==> config.mk <==
export PLATFORM = sky130hd
export DESIGN_NAME = serial_angle_command_parser
export DESIGN_NICKNAME = d
export VERILOG_FILES = /design/src/design/scp_pkg.sv /design/src/design/serial_angle_command_parser.sv /design/src/design/scp_line_parser.sv
export SDC_FILE = /design/constraint.sdc
export NUM_CORES = 1
export LEC_CHECK = 0
export BUFFER_PORTS_ARGS = -buffer_cell sky130_fd_sc_hd__buf_2
export CORE_ASPECT_RATIO = 0.8
export CORE_MARGIN = 2
export CORE_UTILIZATION = 60
export DETAILED_ROUTE_END_ITERATION = 10
export PLACE_DENSITY = 0.87
export SLEW_MARGIN = 20
export SYNTH_ARGS = -nofsm -noshare
export SYNTH_HDL_FRONTEND = slang
export SYNTH_SLANG_ARGS = --single-unit
==> constraint.sdc <==
create_clock -name clk_i -period 7.8 [get_ports clk_i]
set_input_delay 0.39 -clock clk_i [delete_from_list [all_inputs] [get_ports clk_i]]
set_output_delay 0.39 -clock clk_i [all_outputs]
set_load 0.01 [all_outputs]
==> src/design/scp_pkg.sv <==
`timescale 1ns / 1ps
// ----------------------------------------------------------------------------
// scp_pkg
// Shared types and constants of the serial angle command parser.
// ----------------------------------------------------------------------------
package scp_pkg;

  localparam int unsigned LineMaxDef = 15;
  localparam int unsigned CountW     = 4;
  localparam int unsigned CharW      = 8;
  localparam int unsigned KindW      = 3;
  localparam int unsigned ValueW     = 17;
  localparam int unsigned LimitW     = 8;

  localparam logic [LimitW-1:0] LimitReset = LimitW'(10);
  localparam logic [ValueW-1:0] MagMax     = ValueW'(65535);

  localparam logic [CharW-1:0] ChCr    = 8'd13;
  localparam logic [CharW-1:0] ChLf    = 8'd10;
  localparam logic [CharW-1:0] ChLoR   = 8'h72;
  localparam logic [CharW-1:0] ChUpR   = 8'h52;
  localparam logic [CharW-1:0] ChLoC   = 8'h63;
  localparam logic [CharW-1:0] ChUpC   = 8'h43;
  localparam logic [CharW-1:0] ChMinus = 8'h2d;
  localparam logic [CharW-1:0] ChPlus  = 8'h2b;
  localparam logic [CharW-1:0] ChZero  = 8'h30;
  localparam logic [CharW-1:0] ChNine  = 8'h39;

  typedef enum logic [KindW-1:0] {
    KindReset    = 3'd0,
    KindCal      = 3'd1,
    KindTarget   = 3'd2,
    KindCalErr   = 3'd3,
    KindTargetErr = 3'd4
  } kind_e;

  typedef struct packed {
    logic                     fire;
    kind_e                    kind;
    logic signed [ValueW-1:0] value;
  } cmd_t;

endpackage

==> src/design/serial_angle_command_parser.sv <==
`timescale 1ns / 1ps
// ----------------------------------------------------------------------------
// serial_angle_command_parser
// Parses received text lines into reset, calibrate and target commands.
//
// Input channel rx_*: one received byte per word, valid/ready handshake.
// Output channel cmd_*: one command word (kind and signed value) for each
// non-empty line closed by CR or LF; other bytes give no word.
// cfg_we_i/cfg_wdata_i write the target clamp limit (reset value 10).
// The command is registered; it appears the cycle after its closing byte is taken.
// Throughput: one byte per cycle while rx_ready_o is high; the line state updates in the same cycle
// the byte is taken, and the command goes to a single output register.
// rx_ready_o stays high while the output register is empty or being taken;
// when the receiver stalls with a command pending, every byte is held off
// until the command is taken, whether or not it closes a line.
// Reset clears the line state and the output valid flag and sets the limit to 10.
// ----------------------------------------------------------------------------
module serial_angle_command_parser #(
  parameter int unsigned LINE_MAX = scp_pkg::LineMaxDef
) (
  input  logic                                clk_i,
  input  logic                                rst_ni,
  input  logic                                rx_valid_i,
  output logic                                rx_ready_o,
  input  logic [scp_pkg::CharW-1:0]           rx_char_i,
  output logic                                cmd_valid_o,
  input  logic                                cmd_ready_i,
  output logic [scp_pkg::KindW-1:0]           command_kind_o,
  output logic signed [scp_pkg::ValueW-1:0]   command_value_o,
  input  logic                                cfg_we_i,
  input  logic [scp_pkg::LimitW-1:0]          cfg_wdata_i
);
  import scp_pkg::*;

  logic              take;
  logic [LimitW-1:0] limit_q;
  logic              valid_q;
  kind_e             kind_q;
  logic signed [ValueW-1:0] value_q;
  cmd_t              cmd;

  assign rx_ready_o = !valid_q || cmd_ready_i;
  assign take       = rx_valid_i && rx_ready_o;

  scp_line_parser #(
    .LINE_MAX (LINE_MAX)
  ) u_parser (
    .clk_i     (clk_i),
    .rst_ni    (rst_ni),
    .take_i    (take),
    .rx_char_i (rx_char_i),
    .limit_i   (limit_q),
    .cmd_o     (cmd)
  );

  always_ff @(posedge clk_i or negedge rst_ni) begin
    if (!rst_ni) begin
      limit_q <= LimitReset;
      valid_q <= 1'b0;
    end else begin
      if (cfg_we_i) begin
        limit_q <= cfg_wdata_i;
      end
      if (cmd.fire) begin
        valid_q <= 1'b1;
      end else if (cmd_ready_i) begin
        valid_q <= 1'b0;
      end
    end
  end

  always_ff @(posedge clk_i) begin
    if (cmd.fire) begin
      kind_q  <= cmd.kind;
      value_q <= cmd.value;
    end
  end

  assign cmd_valid_o     = valid_q;
  assign command_kind_o  = kind_q;
  assign command_value_o = value_q;

endmodule

==> src/design/scp_line_parser.sv <==
`timescale 1ns / 1ps
// ----------------------------------------------------------------------------
// scp_line_parser
// Per-line state and command decode; one byte per cycle while take_i is high.
// ----------------------------------------------------------------------------
module scp_line_parser #(
  parameter int unsigned LINE_MAX = scp_pkg::LineMaxDef
) (
  input  logic                         clk_i,
  input  logic                         rst_ni,
  input  logic                         take_i,
  input  logic [scp_pkg::CharW-1:0]    rx_char_i,
  input  logic [scp_pkg::LimitW-1:0]   limit_i,
  output scp_pkg::cmd_t                cmd_o
);
  import scp_pkg::*;

  localparam logic [1:0] ModeNumber = 2'd0;
  localparam logic [1:0] ModeReset  = 2'd1;
  localparam logic [1:0] ModeCal    = 2'd2;
  localparam logic [CountW-1:0] CountMax = CountW'(LINE_MAX);

  logic [CountW-1:0] count_q, count_d;
  logic [1:0]        mode_q, mode_d;
  logic              neg_q, neg_d;
  logic              bad_q, bad_d;
  logic [ValueW-1:0] mag_q, mag_d;

  logic              is_eol, is_digit, take_digit;
  logic [ValueW+3:0] acc_sum;
  logic [ValueW-1:0] acc_sat;
  logic signed [ValueW-1:0] pos_mag, neg_mag, pos_lim, neg_lim, target_val;

  assign is_eol   = (rx_char_i == ChCr) || (rx_char_i == ChLf);
  assign is_digit = (rx_char_i >= ChZero) && (rx_char_i <= ChNine);
  assign acc_sum  = ({4'b0, mag_q} << 3) + ({4'b0, mag_q} << 1)
                  + {(ValueW+4-CharW)'(0), rx_char_i - ChZero};
  assign acc_sat  = (acc_sum > {4'b0, MagMax}) ? MagMax : acc_sum[ValueW-1:0];

  assign pos_mag = signed'(mag_q);
  assign neg_mag = -pos_mag;
  assign pos_lim = signed'({(ValueW-LimitW)'(0), limit_i});
  assign neg_lim = -pos_lim;

  always_comb begin
    if (neg_q) begin
      target_val = (pos_mag > pos_lim) ? neg_lim : neg_mag;
    end else begin
      target_val = (pos_mag > pos_lim) ? pos_lim : pos_mag;
    end
  end

  always_comb begin
    count_d    = count_q;
    mode_d     = mode_q;
    neg_d      = neg_q;
    bad_d      = bad_q;
    mag_d      = mag_q;
    take_digit = 1'b0;
    cmd_o      = '{fire: 1'b0, kind: KindReset, value: '0};
    if (take_i) begin
      if (is_eol) begin
        if (count_q != '0) begin
          cmd_o.fire = 1'b1;
          case (mode_q)
            ModeReset: begin
              cmd_o.kind = KindReset;
            end
            ModeCal: begin
              if (bad_q || (mag_q == '0)) begin
                cmd_o.kind = KindCalErr;
              end else begin
                cmd_o.kind  = KindCal;
                cmd_o.value = neg_q ? neg_mag : pos_mag;
              end
            end
            default: begin
              if (bad_q) begin
                cmd_o.kind = KindTargetErr;
              end else begin
                cmd_o.kind  = KindTarget;
                cmd_o.value = target_val;
              end
            end
          endcase
          count_d = '0;
          mode_d  = ModeNumber;
          neg_d   = 1'b0;
          bad_d   = 1'b0;
          mag_d   = '0;
        end
      end else if (count_q < CountMax) begin
        count_d = count_q + 1'b1;
        if (count_q == '0) begin
          if ((rx_char_i == ChLoR) || (rx_char_i == ChUpR)) begin
            mode_d = ModeReset;
          end else if ((rx_char_i == ChLoC) || (rx_char_i == ChUpC)) begin
            mode_d = ModeCal;
          end else if (rx_char_i == ChMinus) begin
            neg_d = 1'b1;
          end else if (rx_char_i != ChPlus) begin
            take_digit = 1'b1;
          end
        end else if (mode_q == ModeReset) begin
          take_digit = 1'b0;
        end else if ((mode_q == ModeCal) && (count_q == CountW'(1))) begin
          if (rx_char_i == ChMinus) begin
            neg_d = 1'b1;
          end else if (rx_char_i != ChPlus) begin
            take_digit = 1'b1;
          end
        end else begin
          take_digit = 1'b1;
        end
        if (take_digit && !bad_q) begin
          if (is_digit) begin
            mag_d = acc_sat;
          end else begin
            bad_d = 1'b1;
          end
        end
      end
    end
  end

  always_ff @(posedge clk_i or negedge rst_ni) begin
    if (!rst_ni) begin
      count_q <= '0;
      mode_q  <= ModeNumber;
      neg_q   <= 1'b0;
      bad_q   <= 1'b0;
      mag_q   <= '0;
    end else begin
      count_q <= count_d;
      mode_q  <= mode_d;
      neg_q   <= neg_d;
      bad_q   <= bad_d;
      mag_q   <= mag_d;
    end
  end

endmodule

Yosys cells after proc, flatten, opt, wreduce, memory -nomap -nowiden
Index checks and enable logic that the tools add are counted.

operators by class
  equal/unequal tests = 16
  add/sub/neg operators = 6
  reductions and logical operators = 27
  mux-type cells = 53
  order comparisons = 5

operators by type and width
  cell                                                              number
  2-to-1 mux 17 bit                                                 12
  2-to-1 mux 21 bit                                                 3
  case mux 17 bit (2 select lines)                                  1
  equality test 8 x 7 -> 1 bit (second input constant)              4
  2-to-1 mux 1 bit                                                  25
  adder 20 x 18 -> 21 bit                                           1
  adder 21 x 8 -> 21 bit                                            1
  greater-than comparator 21 x 16 -> 1 bit (second input constant)  1
  greater-than comparator 17 x 9 -> 1 bit                           1
  zero test 17 bit                                                  1
  negation 17 bit                                                   1
  negation 8 -> 17 bit                                              1
  equality test 8 x 4 -> 1 bit (second input constant)              2
  AND reduction 5 bit                                               3
  2-to-1 mux 2 bit                                                  7
  2-to-1 mux 4 bit                                                  3
  nonzero test 2 bit                                                5
  equality test 8 x 6 -> 1 bit (second input constant)              1
  >= comparator 8 x 6 -> 1 bit (second input constant)              1
  less-or-equal comparator 8 x 6 -> 1 bit (second input constant)   1
  inequality test 8 x 6 -> 1 bit (second input constant)            1
  subtractor 8 x 6 -> 8 bit (second input constant)                 1
  AND reduction 7 bit                                               1
  inequality test 3 x 2 -> 1 bit (second input constant)            2
  17 further kinds                                                  27

word-level totals
  input bits = 21
  logic and storage cells = 116
  bits in registers = 54

Longest topological paths before layout
  depth in word-level cells = 13
  depth in mapped cells = 15
  mapped depth without buffers = 14

Modules after synthesis
A second synthesis with hierarchy kept.

unflattened totals
  cell total of the unflattened synthesis = 534
  area total of the unflattened synthesis = 4883.4 µm²

by module, submodules not included
  module                       area each (µm²)  cells an instance  instances
  scp_line_parser              3905.0           493                1
  serial_angle_command_parser  978.4            41                 1

Worst setup path after synthesis
OpenSTA, ideal clock, no wires.

  path type = in2reg
  start = input port rx_char_i[4] in the netlist's numbering
  end = register u_parser.mag_q[2]
  data arrival time = 3.304 ns
  data required time = 7.673 ns
  setup time = 0.127 ns
  buffers on the path = 1
  slack = 4.369 ns
  stages on the path = 14
  path through = ha_1 > xor2_1 > fa_1 > inv_1 > ha_1 > nand2_1 > a211o_1 > a31oi_1 > nor2_1 > a21oi_1 > mux2i_1 > a41oi_1 > clkbuf_1 > a221o_2

between the ends
  cells in the longest elaborated chain, start to end = 12
  elaborated cells between the ends (all ways) = 38

ends and longest elaborated chain
  what                                                             RTL line                           text
  from (decl)                                                      serial_angle_command_parser.sv:25  input logic [scp_pkg::CharW-1:0] rx_char_i,
  branches (longest 12 deep; another with adder 21 x 8 -> 21 bit)  -
  to (signal assigned)                                             scp_line_parser.sv:138             mag_q <= mag_d;
  to (decl)                                                        scp_line_parser.sv:27              logic [ValueW-1:0] mag_q, mag_d;

Parallel ways; which one is timed is not known. The select of a mux whose other input is x is not followed.
A chain may end at the register's enable or synchronous reset.

Worst setup path in the final report
  start = register u_parser.mag_q[1]
  end = register value_q[4] (netlist: command_value_o[4]) (data pin)

between the ends
  cells in the longest elaborated chain, start to end = 5
  elaborated cells between the ends (all ways) = 11

ends and longest elaborated chain
  what                                                                        RTL line                                                             text
  negation 17 bit or greater-than comparator 17 x 9 -> 1 bit (tied branches)  scp_line_parser.sv:41, scp_line_parser.sv:47, scp_line_parser.sv:49
  2-to-1 mux 17 bit (on tied branches)                                        scp_line_parser.sv:47, scp_line_parser.sv:49
  2-to-1 mux 17 bit                                                           scp_line_parser.sv:46                                                if (neg_q) begin
  2-to-1 mux 17 bit                                                           scp_line_parser.sv:78                                                if (bad_q) begin
  case mux 17 bit (2 select lines) *                                          scp_line_parser.sv:65                                                case (mode_q)
  to (signal assigned)                                                        serial_angle_command_parser.sv:75                                    value_q <= cmd.value;
  to (decl)                                                                   serial_angle_command_parser.sv:39                                    logic signed [ValueW-1:0] value_q;

Every way passes the cells marked *; elsewhere a longest branch is shown, timed or not.

==> summary.txt <==
Status
  – Run status: complete, no violations

Die
  – Row count: 28
  – Die area: roughly 0.0085 mm^2
  – Placeable Area: between 0.007 and 0.008 mm^2
  – I/O pin cnt: 43
  – Die Wd: roughly 100 um
  – Die Ht: 82.88 um
  – Initial Utilization: 0.6253

Synthesis
  – Synth Area in Compound Gates: 0.2287
  – Sequential-to-total area share from yosys stat: 0.3116
  – #FFs+latches synth: 54
  – Post-synth cell types: 60
  – Largest family of logic cells by synthesized area: compound AO/OA/AOI/OAI gates
  – Top-area cell type share of the netlist area: 0.1716
  – Ys async rst share: 0.6296
  – Post-Syn Nets: roughly 610
  – Number of synthesized flops with an enable pin: 20
  – Synth area leaders: dfrtp_1, ha_1, edfxtp_1
  – Synthesized area: between 0.004 and 0.005 mm^2
  – Post-Synth XOR/XNOR Area: 0.04881
  – Cell taking the most area after synthesis: dfrtp_1
  – Syn. warnings: 0
  – Post-Synth Adder-Cell Area: 0.1598
  – Simple-gate share of the synthesized area: 0.1850
  – Cells after Synth: 529
  – Multiplexer share of the synthesized area: 0.01582
  – Mean Syn Cell Area: about 9 um^2
  – Main synth FF type: dfrtp_1

Critical path
  – Worst path slowest cell: dfrtp_1
  – Crit path required time: 7860 ps
  – Arr. time, crit path: roughly 4000 ps
  – CP Max Fanout: 8
  – Startpoint type of the worst setup path: flip-flop
  – Crit path capture type: flip-flop
  – Crit-path cells: inv_1 -> ha_1 -> nor3b_1 -> nand3_1 -> or3_1 -> or2_2 -> nor2_1 -> ha_1 -> or4b_2 -> o21ai_0 -> buf_4 -> a221oi_1 -> or2_2 -> a21oi_1
  – Worst stage delay on the critical path: 480 ps
  – CP Class: reg -> reg

CTS
  – Clock latency on the worst-skew pair: 320 ps
  – Post-CTS Setup Inserts: 0
  – Clock root buffer: clkbuf_8
  – Clk buf depth: 2
  – Clock Pin Slew Worst Setup and Hold Paths: 100 ps
  – TritonCTS clock tree: done
  – CTS resizes: 0
  – CTS Buf Count: 5
  – H-tree depth: 2
  – # clock sinks: 54
  – Hold-fix buffers, CTS: 0

Routing
  – First drt pass iteration count: 5
  – Post-DRT Antenna Nets: 0
  – Routed length per placed instance: 17.61 um
  – # DRC: 0
  – Drt via density: between 6 and 7
  – DRT iter0 DRCs: 450
  – DRT Wirelength: 11,800 um
  – Vias: around 4.3k

Pwr
  – PwrDens: 410.4 mW/mm^2
  – Peak supply drop: 403.2 uV
  – Leakage: 2.221 nW

Finish
  – Post-layout nets: around 640
  – N_diodes: 0
  – P&R area growth vs syn: 7.831%
  – Fraction of layout cells with a size suffix above 1: 0.1150
  – Fill count: 614

Timing
  – Crit path time final: 3993 ps
  – Setup tns final: 0 ps
  – Worst-Margin Slew: 1075 ps
  – Relative slew margins: 0.2733
  – Final setup margin: between 3000 and 4000 ps
  – Final Hold Vio Count: 0
  – Final Skew: slightly below 20 ps
  – Peak Freq: 250.4 MHz
  – Period utilization: 0.5119
  – Final Hold Slack: ~120 ps
  – Final setup fails: 0
  – RSZ-0062 raised after global routing: no
  – Max-slew violation count: 0

Placed design
  – PortBufs: between 40 and 50
  – HPWL Detailed: 9038 um
  – Pre-CTS WS: 3775 ps
  – RePlAce Congestion: around 0.97

GRT
  – Largest net degree at the start of global routing: 35
  – Vias in the first global route: 4,027
  – Initial antenna violation count: 0
  – GR Util All Layers: 0.2920
  – GRT overflow: 0
  – Global-route wire length before repair: 19,740 um

Job
  – Max cap viols: 0

Hold path
  – Hold WC Path Type: in -> async
placed cells by master (no fill, tap or decap), types with 6 or more instances in the layout:
master    count
fa_1          6
or3_1         8
xnor2_1      21
o21ai_0      40
buf_2        42
a221o_1      14
o21a_1       12
dfrtp_1      32
a31oi_1       6
edfxtp_1     20
nand3_1      19
nand2_1      45
a211oi_1      8
ha_1         50
nor3_1        7
and2_1       10
a21oi_1      40
inv_1        40
nor2_1       39
or4_1         9
o211ai_1      6
logic make-up after synthesis:
kind of cell	after synthesis
muxes	6
and+or+nand+nor	170
adders and majority gates	56
AOI/OAI and AO/OA	161
DFF	54
buffers and inverters	56
xor gates and xnor gates	26
layer usage:
layer | vias to the layer above | share of wire | GRT usage
li1 | 2030 | - | -
met1 | 1999 | 0.44 | 0.4211
met2 | 217 | 0.44 | 0.4379
met3 | 45 | 0.082 | 0.05135
met4 | 0 | 0.033 | 0.1067
met5 | - | 0 | 0
through the flow:
step | instance area (um^2) | instances | power [mW] | util
finish | 5031 | 670 | 2.065 | 0.6742
global route | 5031 | 670 | 2.249 | 0.6742
CTS | 5031 | 670 | 2.023 | 0.6742
detailed placement | 4946 | 662 | 1.865 | 0.6628
global placement | 4938 | 662 | 1.821 | 0.6618
floorplan | 4666 | 529 | 1.545 | -
report_power, final:
| part | switching (mW) | leakage [nW] | internal [mW] |
|---|---|---|---|
| clock network | 0.0955 | 0.0432 | 0.0619 |
| logic | 0.797 | 1.58 | 0.604 |
| registers | 0.152 | 0.600 | 0.355 |
| total | 1.04 | 2.22 | 1.02 |
registers in the layout (all words and copies together) (netlist names):
| name | cells |
|---|---|
| command_value_o | 17 |
| u_parser.mag_q | 17 |
| limit_q | 8 |
| u_parser.count_q | 4 |
| command_kind_o | 3 |
| u_parser.mode_q | 2 |
| cmd_valid_o | 1 |
| u_parser.bad_q | 1 |
| u_parser.neg_q | 1 |
layout make-up:
| class | instances | area, um^2 | area share |
|---|---|---|---|
| Clock buffer | 5 | 68.82 | 0.01368 |
| Clock inverter | 3 | 16.27 | 0.003233 |
| Inverter | 40 | 150.1 | 0.02984 |
| Multi-Input combinational cell | 419 | 2985 | 0.5934 |
| Sequential cell | 54 | 1454 | 0.2890 |
| Tap cell | 105 | 131.4 | 0.02611 |
| Timing Repair Buffer | 44 | 225.2 | 0.04476 |
worst max-delay path, delay by kind of cell, from the launching register on:
kind / cells / cell delay (ps)
buffers and inverters: 2 / 410
adder cells (fa/ha/maj): 2 / 450
AND/OR/NAND/NOR: 7 / 1840
AO/OA/AOI/OAI: 3 / 560
flip-flops: 1 / 480
synth_stat cells (all sizes together) (2+ instances only):
library cell and n:
clkbuf 15, o21a 12, nand2 45, nand4 4, o31ai 4, and3 5, a221oi 2, o21ai 40
inv 40, a21o 5, nor2 40, dfrtp 32, xor2 5, nand2b 5, nor3 7, o2111ai 2
o22ai 2, a21oi 40, or4 10, nor4b 3, nand3b 2, nand3 19, a31oi 6, nor2b 3
a211o 3, o31a 2, o311ai 4, and2 11, xnor2 21, nor3b 2, o21bai 2, ha 50
edfxtp 20, a211oi 8, or2 2, fa 6, o211ai 6, or3 10, a311oi 2, mux2i 4
dfstp 2, a221o 15
final timing paths:
kind	to	startpoint	cells after the start	slack [ps]
worst max-delay path	command_value_o[4]	u_parser.mag_q[1]	14	3810
worst min-delay path	limit_q[0]	rst_ni	1	120
worst max register to register	command_value_o[4]	u_parser.mag_q[1]	14	3810
worst min register to register	cmd_valid_o	cmd_valid_o	2	530
max in group asynchronous	u_parser.mag_q[5]	rst_ni	1	7180
min in group clk_i	limit_q[5]	cfg_wdata_i[5]	3	260
Note: power is estimated with default switching activity, not from simulation.
